### src/hw/rtl/utf8_validator_with_escape_check_top_defines.svh
// Assertion macros for the UTF-8 validator.
`ifndef UTF8_VALIDATOR_WITH_ESCAPE_CHECK_TOP_DEFINES_SVH
`define UTF8_VALIDATOR_WITH_ESCAPE_CHECK_TOP_DEFINES_SVH

// Condition must hold in the same cycle as the trigger.
`define UTF8V_ASSERT_SAME(lbl, trig, cond) \
  lbl: assert property (@(posedge clk) disable iff (rst) (trig) |-> (cond)) \
    else $error("utf8v check failed");

// Condition must hold in the cycle after the trigger.
`define UTF8V_ASSERT_NEXT(lbl, trig, cond) \
  lbl: assert property (@(posedge clk) disable iff (rst) (trig) |=> (cond)) \
    else $error("utf8v check failed");

`endif

### src/hw/rtl/utf8v_pkg.sv
// Shared types, constants and the byte decode function of the UTF-8 validator.
`default_nettype none
package utf8v_pkg;

  localparam logic [7:0] MASK_CONT   = 8'hc0;
  localparam logic [7:0] CONT_CODE   = 8'h80;
  localparam logic [7:0] MASK_LEAD3  = 8'he0;
  localparam logic [7:0] MASK_LEAD4  = 8'hf0;
  localparam logic [7:0] MASK_LEAD5  = 8'hf8;
  localparam logic [7:0] MASK_OVR2   = 8'hfe;
  localparam logic [7:0] LEAD2_CODE  = 8'hc0;
  localparam logic [7:0] LEAD3_CODE  = 8'he0;
  localparam logic [7:0] LEAD4_CODE  = 8'hf0;
  localparam logic [7:0] ASCII_LIMIT = 8'h80;
  localparam logic [7:0] CTRL_LIMIT  = 8'h1f;
  localparam logic [7:0] QUOTE_CHAR  = 8'h22;
  localparam logic [7:0] BSLASH_CHAR = 8'h5c;

  localparam logic [1:0] PEND_NONE = 2'd0;
  localparam logic [1:0] PEND_ONE  = 2'd1;
  localparam logic [1:0] PEND_TWO  = 2'd2;
  localparam logic [1:0] PEND_THREE = 2'd3;

  typedef struct packed {
    logic [1:0] bytes_pending;
    logic       after_e0_lead;
    logic       after_f0_lead;
    logic       error_seen;
    logic       escape_seen;
  } dec_state_t;

  typedef struct packed {
    logic       valid;
    logic [7:0] byte_in;
    logic       last_byte;
  } in_item_t;

  typedef struct packed {
    logic valid_utf8;
    logic plain_json;
  } result_t;

  function automatic dec_state_t flag_error(dec_state_t s);
    dec_state_t r;
    r = s;
    r.error_seen    = 1'b1;
    r.bytes_pending = PEND_NONE;
    r.after_e0_lead = 1'b0;
    r.after_f0_lead = 1'b0;
    return r;
  endfunction

  function automatic dec_state_t take_byte(dec_state_t s, logic [7:0] c);
    dec_state_t r;
    r = s;
    if (s.bytes_pending != PEND_NONE) begin
      if ((c & MASK_CONT) != CONT_CODE) begin
        r = flag_error(s);
      end else if (s.after_e0_lead && ((c & MASK_LEAD3) == CONT_CODE)) begin
        r = flag_error(s);
      end else if (s.after_f0_lead && ((c & MASK_LEAD4) == CONT_CODE)) begin
        r = flag_error(s);
      end else begin
        r.after_e0_lead = 1'b0;
        r.after_f0_lead = 1'b0;
        r.bytes_pending = s.bytes_pending - PEND_ONE;
      end
    end else if (c < ASCII_LIMIT) begin
      if (c inside {[8'h00:CTRL_LIMIT], QUOTE_CHAR, BSLASH_CHAR}) begin
        r.escape_seen = 1'b1;
      end
    end else if ((c & MASK_LEAD3) == LEAD2_CODE) begin
      if ((c & MASK_OVR2) == LEAD2_CODE) begin
        r = flag_error(s);
      end else begin
        r.bytes_pending = PEND_ONE;
      end
    end else if ((c & MASK_LEAD4) == LEAD3_CODE) begin
      r.after_e0_lead = (c == LEAD3_CODE);
      r.bytes_pending = PEND_TWO;
    end else if ((c & MASK_LEAD5) == LEAD4_CODE) begin
      r.after_f0_lead = (c == LEAD4_CODE);
      r.bytes_pending = PEND_THREE;
    end else begin
      r = flag_error(s);
    end
    return r;
  endfunction

endpackage
`default_nettype wire

### src/hw/rtl/utf8v_ifs.sv
// Valid/ready channel interfaces for name bytes and results.
`default_nettype none
interface utf8v_byte_if;
  logic       valid;
  logic       ready;
  logic [7:0] byte_in;
  logic       last_byte;

  modport source (output valid, output byte_in, output last_byte, input ready);
  modport sink   (input valid, input byte_in, input last_byte, output ready);
endinterface

interface utf8v_result_if;
  logic valid;
  logic ready;
  logic valid_utf8;
  logic plain_json;

  modport source (output valid, output valid_utf8, output plain_json, input ready);
  modport sink   (input valid, input valid_utf8, input plain_json, output ready);
endinterface
`default_nettype wire

### src/hw/rtl/utf8v_in_stage.sv
// Input register: captures one byte transaction and holds it until consumed.
`default_nettype none
module utf8v_in_stage (
  input  wire logic             clk,
  input  wire logic             rst,
  utf8v_byte_if.sink            byte_ch,
  input  wire logic             take,
  output utf8v_pkg::in_item_t   item
);
  import utf8v_pkg::*;

  logic       valid;
  logic [7:0] byte_q;
  logic       last_q;

  assign byte_ch.ready = !valid || take;

  always_ff @(posedge clk) begin
    if (rst) begin
      valid <= 1'b0;
    end else if (byte_ch.valid && byte_ch.ready) begin
      valid <= 1'b1;
    end else if (take) begin
      valid <= 1'b0;
    end
  end

  always_ff @(posedge clk) begin
    if (byte_ch.valid && byte_ch.ready) begin
      byte_q <= byte_ch.byte_in;
      last_q <= byte_ch.last_byte;
    end
  end

  assign item = '{valid: valid, byte_in: byte_q, last_byte: last_q};
endmodule
`default_nettype wire

### src/hw/rtl/utf8v_decode.sv
// Sequence state register and per-byte decode; forms the result on the final byte.
`default_nettype none
module utf8v_decode (
  input  wire logic               clk,
  input  wire logic               rst,
  input  wire logic               take,
  input  utf8v_pkg::in_item_t     item,
  output utf8v_pkg::result_t      result,
  output utf8v_pkg::dec_state_t   state
);
  import utf8v_pkg::*;

  dec_state_t state_next;
  logic       ok;

  assign state_next = take_byte(state, item.byte_in);
  assign ok = !state_next.error_seen && (state_next.bytes_pending == PEND_NONE);
  assign result = '{valid_utf8: ok, plain_json: ok && !state_next.escape_seen};

  always_ff @(posedge clk) begin
    if (rst) begin
      state <= '0;
    end else if (take) begin
      // clear everything at the end of a name
      state <= item.last_byte ? dec_state_t'('0) : state_next;
    end
  end
endmodule
`default_nettype wire

### src/hw/rtl/utf8v_out_stage.sv
// Result register: holds one result transaction until the sink takes it.
`default_nettype none
module utf8v_out_stage (
  input  wire logic             clk,
  input  wire logic             rst,
  input  wire logic             load,
  input  utf8v_pkg::result_t    result,
  output logic                  free,
  utf8v_result_if.source        result_ch
);
  import utf8v_pkg::*;

  logic    valid;
  result_t held;

  assign free = !valid || result_ch.ready;

  always_ff @(posedge clk) begin
    if (rst) begin
      valid <= 1'b0;
    end else if (load) begin
      valid <= 1'b1;
    end else if (result_ch.ready) begin
      valid <= 1'b0;
    end
  end

  always_ff @(posedge clk) begin
    if (load) begin
      held <= result;
    end
  end

  assign result_ch.valid      = valid;
  assign result_ch.valid_utf8 = held.valid_utf8;
  assign result_ch.plain_json = held.plain_json;
endmodule
`default_nettype wire

### src/hw/rtl/utf8_validator_with_escape_check_top.sv
// Top level of the UTF-8 validator with JSON escape check.
`default_nettype none
`include "utf8_validator_with_escape_check_top_defines.svh"
// Takes a name one byte per transaction on byte_ch, last_byte set on the final byte,
// and returns one transaction on result_ch per name: valid_utf8 (well-formed UTF-8,
// with surrogates and leads F5-F7 allowed) and plain_json (valid and free of control
// bytes, quote and backslash). Throughput is one byte per clock unless the result
// side stalls a final byte; the single loop is the sequence state register updated
// by a few gates of decode. A result passes input register, then result register.
// byte_ch.ready depends combinationally on result_ch.ready only while a final byte
// waits on a full result register; non-final bytes never wait on the result side.
module utf8_validator_with_escape_check_top (
  input  wire logic      clk,
  input  wire logic      rst,
  utf8v_byte_if.sink     byte_ch,
  utf8v_result_if.source result_ch
);
  import utf8v_pkg::*;

  in_item_t   item;
  result_t    result;
  dec_state_t state;
  logic       take;
  logic       out_free;

  // advance a byte unless it is final and the result slot is busy
  assign take = item.valid && (!item.last_byte || out_free);

  utf8v_in_stage u_in (
    .clk     (clk),
    .rst     (rst),
    .byte_ch (byte_ch),
    .take    (take),
    .item    (item)
  );

  utf8v_decode u_dec (
    .clk    (clk),
    .rst    (rst),
    .take   (take),
    .item   (item),
    .result (result),
    .state  (state)
  );

  utf8v_out_stage u_out (
    .clk       (clk),
    .rst       (rst),
    .load      (take && item.last_byte),
    .result    (result),
    .free      (out_free),
    .result_ch (result_ch)
  );

  `UTF8V_ASSERT_SAME(a_plain_implies_valid, result_ch.valid, !result_ch.plain_json || result_ch.valid_utf8)
  `UTF8V_ASSERT_NEXT(a_state_clears_at_end, take && item.last_byte, state == dec_state_t'('0))
  `UTF8V_ASSERT_NEXT(a_final_gives_result, take && item.last_byte, result_ch.valid)

endmodule
`default_nettype wire

### src/flat_wrapper.sv
// flat-port wrapper written by rule: the top's interface ports become plain ports
module utf8_validator_with_escape_check_top_flat import utf8v_pkg::*;
  (clk, rst, byte_ch_valid, byte_ch_byte_in, byte_ch_last_byte, byte_ch_ready, result_ch_valid, result_ch_valid_utf8, result_ch_plain_json, result_ch_ready);
  utf8v_byte_if byte_ch_i ();
  utf8v_result_if result_ch_i ();
  input  wire logic clk;
  input  wire logic rst;
  input wire logic [$bits(byte_ch_i.valid)-1:0] byte_ch_valid;
  input wire logic [$bits(byte_ch_i.byte_in)-1:0] byte_ch_byte_in;
  input wire logic [$bits(byte_ch_i.last_byte)-1:0] byte_ch_last_byte;
  output wire logic [$bits(byte_ch_i.ready)-1:0] byte_ch_ready;
  output wire logic [$bits(result_ch_i.valid)-1:0] result_ch_valid;
  output wire logic [$bits(result_ch_i.valid_utf8)-1:0] result_ch_valid_utf8;
  output wire logic [$bits(result_ch_i.plain_json)-1:0] result_ch_plain_json;
  input wire logic [$bits(result_ch_i.ready)-1:0] result_ch_ready;
  assign byte_ch_i.valid = byte_ch_valid;
  assign byte_ch_i.byte_in = byte_ch_byte_in;
  assign byte_ch_i.last_byte = byte_ch_last_byte;
  assign byte_ch_ready = byte_ch_i.ready;
  assign result_ch_valid = result_ch_i.valid;
  assign result_ch_valid_utf8 = result_ch_i.valid_utf8;
  assign result_ch_plain_json = result_ch_i.plain_json;
  assign result_ch_i.ready = result_ch_ready;
  utf8_validator_with_escape_check_top u_core (.clk(clk), .rst(rst), .byte_ch(byte_ch_i), .result_ch(result_ch_i));
endmodule
### config.mk
export PLATFORM = sky130hd
export DESIGN_NAME = utf8_validator_with_escape_check_top_flat
export DESIGN_NICKNAME = d
export VERILOG_FILES = /design/src/hw/rtl/utf8v_pkg.sv /design/src/hw/rtl/utf8v_ifs.sv /design/src/hw/rtl/utf8v_in_stage.sv /design/src/hw/rtl/utf8v_decode.sv /design/src/hw/rtl/utf8v_out_stage.sv /design/src/hw/rtl/utf8_validator_with_escape_check_top.sv /design/src/flat_wrapper.sv
export VERILOG_INCLUDE_DIRS = /design/src /design/src/hw/rtl
export SDC_FILE = /design/constraint.sdc
export NUM_CORES = 1
export LEC_CHECK = 0
export BUFFER_PORTS_ARGS = -buffer_cell sky130_fd_sc_hd__buf_2
export CORE_UTILIZATION = 30
export CTS_CLUSTER_DIAMETER = 50
export DETAILED_ROUTE_END_ITERATION = 6
export HOLD_SLACK_MARGIN = 0.05
export PLACE_DENSITY_LB_ADDON = 0.15
export RECOVER_POWER = 100
export REMOVE_ABC_BUFFERS = 1
export SYNTH_ARGS = -nofsm -noshare
export SYNTH_HDL_FRONTEND = slang
export SYNTH_HIERARCHICAL = 1
export SYNTH_SLANG_ARGS = --single-unit
### constraint.sdc
create_clock -name clk -period 3.4 [get_ports clk]
set_input_delay 0.17 -clock clk [delete_from_list [all_inputs] [get_ports clk]]
set_output_delay 0.17 -clock clk [all_outputs]
set_load 0.02 [all_outputs]
== Word level (Yosys, flattened, before mapping) ==
Cells that the tools add are included.

* Add/sub/neg operators: 1
* Div/mod/pow operators: 0
* Multiplexer cells: 22
* Multipliers: 0
* Shift operators: 0
* Eq/ne operators: 15
* Bitwise logic cells: 0
* Order comparisons: 3
* Reductions and logical operators: 23

{| class="wikitable"
|+ Operator list
! kind !! number
|-
| 2-to-1 mux 6 bit || 5
|-
| equality test 8 bit, second input constant || 2
|-
| 2-to-1 mux 1 bit || 9
|-
| equality test 4 bit, second input constant || 2
|-
| equality test 8 x 6 -> 1 bit, second input constant || 1
|-
| equality test 8 x 7 -> 1 bit, second input constant || 1
|-
| >= comparator 8 x 1 -> 1 bit, second input constant || 1
|-
| less-or-equal comparator 8 x 5 -> 1 bit, second input constant || 1
|-
| logical AND 1 bit || 8
|-
| < comparator 8 bit, second input constant || 1
|-
| 2-to-1 mux 4 bit || 2
|-
| AND reduction 4 bit || 2
|-
| equality test 7 bit, second input constant || 1
|-
| equality test 3 bit, second input constant || 2
|-
| 2-to-1 mux 2 bit || 3
|-
| 2-to-1 mux 3 bit || 2
|-
| nonzero test 2 bit || 3
|-
| equality test 5 bit, second input constant || 1
|-
| logical NOT 1 bit || 5
|-
| 2-to-1 mux 5 bit || 1
|-
| inequality test 5 x 4 -> 1 bit, second input constant || 1
|-
| inequality test 4 x 2 -> 1 bit, second input constant || 1
|-
| inequality test 4 x 3 -> 1 bit, second input constant || 1
|-
| logical OR 1 bit || 3
|-
| other kinds (5) || 5
|}

* Input port bits: 13
* Word-level logic and storage cells: 75
* Bits in writable memories: 0
* Register bits: 19
* Bits in read-only memories: 0
* Output and inout bits: 4
* Latch bits: 0
* Memories kept: 0

== Logic depth before layout (Yosys ltp) ==
* Depth in word-level cells: 9
* Mapped depth: 7
* Gate-level depth less buffers: 7

== By module ==
Netlist, hierarchy kept.

{| class="wikitable"
|+ By module, submodules not included
! module !! cells each !! area each (µm²) !! sequential area each (µm²) !! instances
|-
| utf8v_decode || 63 || 539.3 || 120.1 || 1
|-
| utf8v_in_stage || 16 || 340.3 || 290.3 || 1
|-
| utf8v_out_stage || 6 || 106.4 || 80.1 || 1
|-
| utf8_validator_with_escape_check_top || 3 || 18.8 || 0.0 || 1
|}

== Worst setup path before layout ==
No wires, ideal clock.

* Path type: reg2reg
* From: register u_core/u_dec/state[4] (netlist name)
* To: register u_core.u_out.held (netlist bit u_core/u_out/result_ch.plain_json) (data pin)
* Cell stages (with the launch flop): 7
* Data arrival time: 1.334 ns
* Period minus slack after synthesis: 1.589 ns
* Slack: 1.811 ns
* Data required time: 3.145 ns
* Path buffers: 0
* Library setup time: 0.255 ns
* Path through: dfxtp_1 -> inv_1 -> ha_1 -> or3_1 -> o21ai_1 -> nor3_2 -> and2_1

{| class="wikitable"
|+ RTL lines
! item !! line !! RTL
|-
| end signal: assignment || utf8v_out_stage.sv:30 || <nowiki>held <= result;</nowiki>
|-
| end: declaration || utf8v_out_stage.sv:14 || <nowiki>result_t held;</nowiki>
|}

== Worst setup path in the final report ==
* From: register u_core.u_in.last_q
* To: register u_core.u_in.byte_q[3], enable pin

* Word-level cells in the longest chain between the ends: 5

{| class="wikitable"
|+ RTL lines
! item !! line !! RTL
|-
| start: declaration || utf8v_in_stage.sv:14 || <nowiki>logic last_q;</nowiki>
|-
| start signal: assignment || utf8v_in_stage.sv:31 || <nowiki>last_q <= byte_ch.last_byte;</nowiki>
|-
| logical NOT 1 bit || utf8_validator_with_escape_check_top.sv:27 || <nowiki>assign take = item.valid && (!item.last_byte || out_free);</nowiki>
|-
| logical OR 1 bit || utf8_validator_with_escape_check_top.sv:27 ||
|-
| logical AND 1 bit || utf8_validator_with_escape_check_top.sv:27 ||
|-
| named net u_core.take || utf8_validator_with_escape_check_top.sv:23 || <nowiki>logic take;</nowiki>
|-
| logical OR 1 bit || utf8v_in_stage.sv:16 || <nowiki>assign byte_ch.ready = !valid || take;</nowiki>
|-
| logical AND 1 bit || utf8v_in_stage.sv:29 || <nowiki>if (byte_ch.valid && byte_ch.ready) begin</nowiki>
|-
| end signal: assignment || utf8v_in_stage.sv:30 || <nowiki>byte_q <= byte_ch.byte_in;</nowiki>
|-
| end: declaration || utf8v_in_stage.sv:13 || <nowiki>logic [7:0] byte_q;</nowiki>
|}

The timed path passes the listed nets, and every way through them passes these cells.
A chain may end at the register's enable or synchronous reset.

==> run summary <==
PLACE
-----------------------------------------------------------------------------------------------
Count of port buffers added during placement                                                 16
Hpwl dp                                                                                 1.39 mm
Number of placed instances, taps included                                                   143
Setup WS pre-CTS                                                                        1530 ps
Final weighted congestion of routability-driven global placement                          0.808
Dpl cell area                                                                       0.00110 mm2

CTS
-----------------------------------------------------------------------------------------------
Root buffer cell                                                                       clkbuf_4
Clock sinks                                                                                  19
CTS Hold Bufs                                                                                 9
Cts bufs inserted                                                                             3
Clock tree from TritonCTS                                                                 built
Setup fix buffers added after clock tree synthesis                                            0
Worst skew pair latency                                                                  300 ps
Number of gates resized after cts                                                             0
Max Buffers Root-to-Sink                                                                      2
Htree depth                                                                                   1
Clock input transition at the sequential cells of the worst setup and hold paths         110 ps

TIMING
-----------------------------------------------------------------------------------------------
Final worst-path setup slack                                                            1030 ps
Count of endpoints failing hold in the final timing report                                    0
Highest attainable clock frequency                                                    0.421 GHz
Max-slew violations                                                                           0
TNS Setup                                                                                  0 ps
Number of setup violations in the final report                                                0
Setup repair after global routing missed its margin                                       false
Minimum clock period                                                                    2370 ps
Final Skew                                                                              4.29 ps
Share of the clock period used by the worst path after layout                             0.698
Worst hold slack                                                                         106 ps
Worst slew margin                                                                         0.316
Worst slew pin tran                                                                     1020 ps

FLOORPLAN
-----------------------------------------------------------------------------------------------
Width of the die                                                                        59.9 um
Die span in y                                                                           59.9 um
Full die area                                                                       0.00358 mm2
Core area                                                                           0.00310 mm2
Std-Cell Rows                                                                                20
Starting Density                                                                          0.324
Num ports                                                                                    17

POWER
-----------------------------------------------------------------------------------------------
Overall power                                                                          0.454 mW
Combinational power share                                                                 0.148
Total power per unit cell area                                                       381 mW/mm2
Total internal power                                                                   0.335 mW
Peak ir drop on the vdd network                                                        0.267 mV
Fraction of power spent switching nets                                                    0.263
Clock group share of total power                                                          0.258
Static Leakage                                                                         0.436 nW
Power share of the sequential group                                                       0.594
Net load switching power                                                               0.119 mW

WORST SETUP PATH
-----------------------------------------------------------------------------------------------
Slowest cell delay on critical path                                                      820 ps
Crit path capture                                                                  u_core/u_in/byte_q[3]$_DFFE_PP_
Worst setup slack for register-to-register paths                                        1030 ps
Crit path max fanout                                                                         10
Crit Path Category                                                                   reg -> reg
Data required time at the worst endpoint                                                3350 ps
Critical path, cell by cell                                                        a21boi_0 > nand2b_1 > and2_0
Worst R2R Start                                                                    u_core/u_in/last_q$_DFFE_PP_
Depth of the worst register-to-register path                                                  3
Worst-path cell with the longest stage delay                                           a21boi_0
Type of origin of the critical path                                                    register
Endpoint of the lowest-slack register-to-register path                             u_core/u_in/byte_q[3]$_DFFE_PP_
Critical Path Sink Type                                                                register
Data arrival, critical path                                                             2330 ps
Start point of the critical path                                                   u_core/u_in/last_q$_DFFE_PP_

SYNTH
-----------------------------------------------------------------------------------------------
Synthesized instance count                                                                   88
Top cell type by total area after synthesis                                            edfxtp_1
Cell area after synthesis                                                           0.00100 mm2
Flip-flop cell with the highest count after synthesis                                  edfxtp_1
Proportion of netlist area held by the largest area contributor                           0.329
Warnings, synthesis                                                                           6
Avg Cell Area, Syn                                                                     11.4 um2
Top cells by area, synth                                                           edfxtp_1 (33%), dfxtp_1 (16%), inv_1 (3.0%)
#FFs+latches synth                                                                           19
Register area share after synthesis                                                       0.488
Share of async-settable or async-resettable flops after synthesis                             0
Number of synthesized flops with an enable pin                                               11
Count of cell types in the netlist                                                           43

GRT
-----------------------------------------------------------------------------------------------
First-pass GRT wire length                                                              3.37 mm
Overflow left after global routing                                                            0
Vias in the first global route                                                              732
Total track usage                                                                         0.127
Maximum number of pins on one net before global-route repair                                 13
Initial antenna violation count                                                               0

FINAL LAYOUT
-----------------------------------------------------------------------------------------------
Filler Cells Inserted                                                                       339
Total Nets Final                                                                            127
Core Util, Final                                                                          0.384
Antenna cells                                                                                 0
Post-Layout Inst Area                                                               0.00119 mm2
Post-Layout Cell Count                                                                      156
Layout cells sized above 1                                                                0.214
Layout overhead on the synthesized area                                                   18.7%

ROUTE
-----------------------------------------------------------------------------------------------
Number of optimization iterations in the first detailed-route pass                            4
Via-to-Cell Ratio                                                                          4.79
Average wire per cell in the routed design                                              11.9 um
First DRT Iteration DRCs                                                                     10
Number of nets with antenna violations after detailed routing                                 0
DR vias                                                                                     747
Overall routed net length                                                               1.86 mm
Drt drc                                                                                       0

JOB
-----------------------------------------------------------------------------------------------
Number of max-capacitance violations reported                                                 0

WORST HOLD PATH
-----------------------------------------------------------------------------------------------
Type of the worst min-delay path                                                      in -> reg

STATUS
-----------------------------------------------------------------------------------------------
Result of the run                                                                  finished, final reports clean

## synthesized netlist by cell type (2+ instances only)
master,count
nand2b_1,3
nand2b_4,2
edfxtp_1,11
and3_1,2
buf_4,3
nor2_1,4
nand2_1,2
or3_1,2
a32o_1,2
a21oi_1,4
nand3b_1,2
dfxtp_1,8
o22ai_1,2
a21oi_2,3
inv_1,8
nor2b_1,2
nor3_2,2
## power groups by stage
stage / combinational [mW] / sequential, mW / clock, mW
5_1_grt: 0.0744 / 0.272 / 0.134
3_3_place_gp: 0.0647 / 0.275 / 0
2_1_floorplan: 0.0432 / 0.275 / 0
6_report: 0.0670 / 0.270 / 0.117
4_1_cts: 0.0725 / 0.270 / 0.123
3_5_place_dp: 0.0647 / 0.275 / 0
## how the worst min path moves through the flow
stage,cells past startpoint,endpoint,start,slack [ps]
2_1_floorplan,1,u_core/u_in/valid$_SDFFE_PP0P_,rst,230
3_3_place_gp,1,u_core/u_in/byte_q[5]$_DFFE_PP_,byte_ch_byte_in[5],350
3_5_place_dp,1,u_core/u_in/byte_q[6]$_DFFE_PP_,byte_ch_byte_in[6],350
4_1_cts,3,u_core/u_in/valid$_SDFFE_PP0P_,byte_ch_valid,100
5_1_grt,3,u_core/u_in/valid$_SDFFE_PP0P_,byte_ch_valid,70
6_report,3,u_core/u_in/valid$_SDFFE_PP0P_,byte_ch_valid,110
## worst max-delay path: cells and delay by family, from the launching register on
family	cells	cell delay, ps
compound gates	1	820
simple gates	2	750
flops	1	460
## routing by layer
metal | routed length, um | up-vias | GRT usage
li1 | - | 374 | -
met1 | 842 | 355 | 0.162
met2 | 924 | 14 | 0.205
met3 | 70 | 4 | 0.0411
met4 | 25 | 0 | 0.0399
met5 | 0 | - | 0
## kinds of logic (layout without fill, tap and decap cells)
group / after synthesis / count (layout) / share of synthesized area
AO/OA/AOI/OAI: 25 / 25 / 0.213
flip-flops: 19 / 19 / 0.488
AND/OR/NAND/NOR: 30 / 30 / 0.219
adder cells (fa/ha/maj): 1 / 1 / 0.0125
buffers and inverters: 13 / 37 / 0.0672
## state kept, by name, indices dropped and copies added (netlist names)
register,flops
u_core/u_dec/state,6
u_core/u_in/valid,1
u_core/u_in/byte_q,8
u_core/u_out/result_ch.valid,1
u_core/u_out/result_ch.valid_utf8,1
u_core/u_out/result_ch.plain_json,1
u_core/u_in/last_q,1
## layout make-up
cell class	count	area, um2	share of cell area
clock buffer	3	22.5	0.0189
clock inverter	1	7.51	0.00630
inverter	8	30.0	0.0252
multi-input combinational	56	422	0.354
sequential	19	490	0.411
tap	44	55.1	0.0462
timing repair buffer	25	165	0.139
## layout by cell type, fill, tap and decap left out, types with 2 or more instances in the layout
master,instances
buf_2,12
edfxtp_1,11
dlygate4sd3_1,9
inv_1,8
dfxtp_1,8
a21oi_1,5
clkbuf_1,4
nand2b_1,4
nor2_1,4
clkbuf_4,3
nand2_1,2
a21oi_2,2
or3_1,2
and3_1,2
o21ai_0,2
o22ai_1,2
nor3_1,2
nand3b_1,2
nor2b_1,2
a32o_1,2
Power figures use the tool's default switching activity.
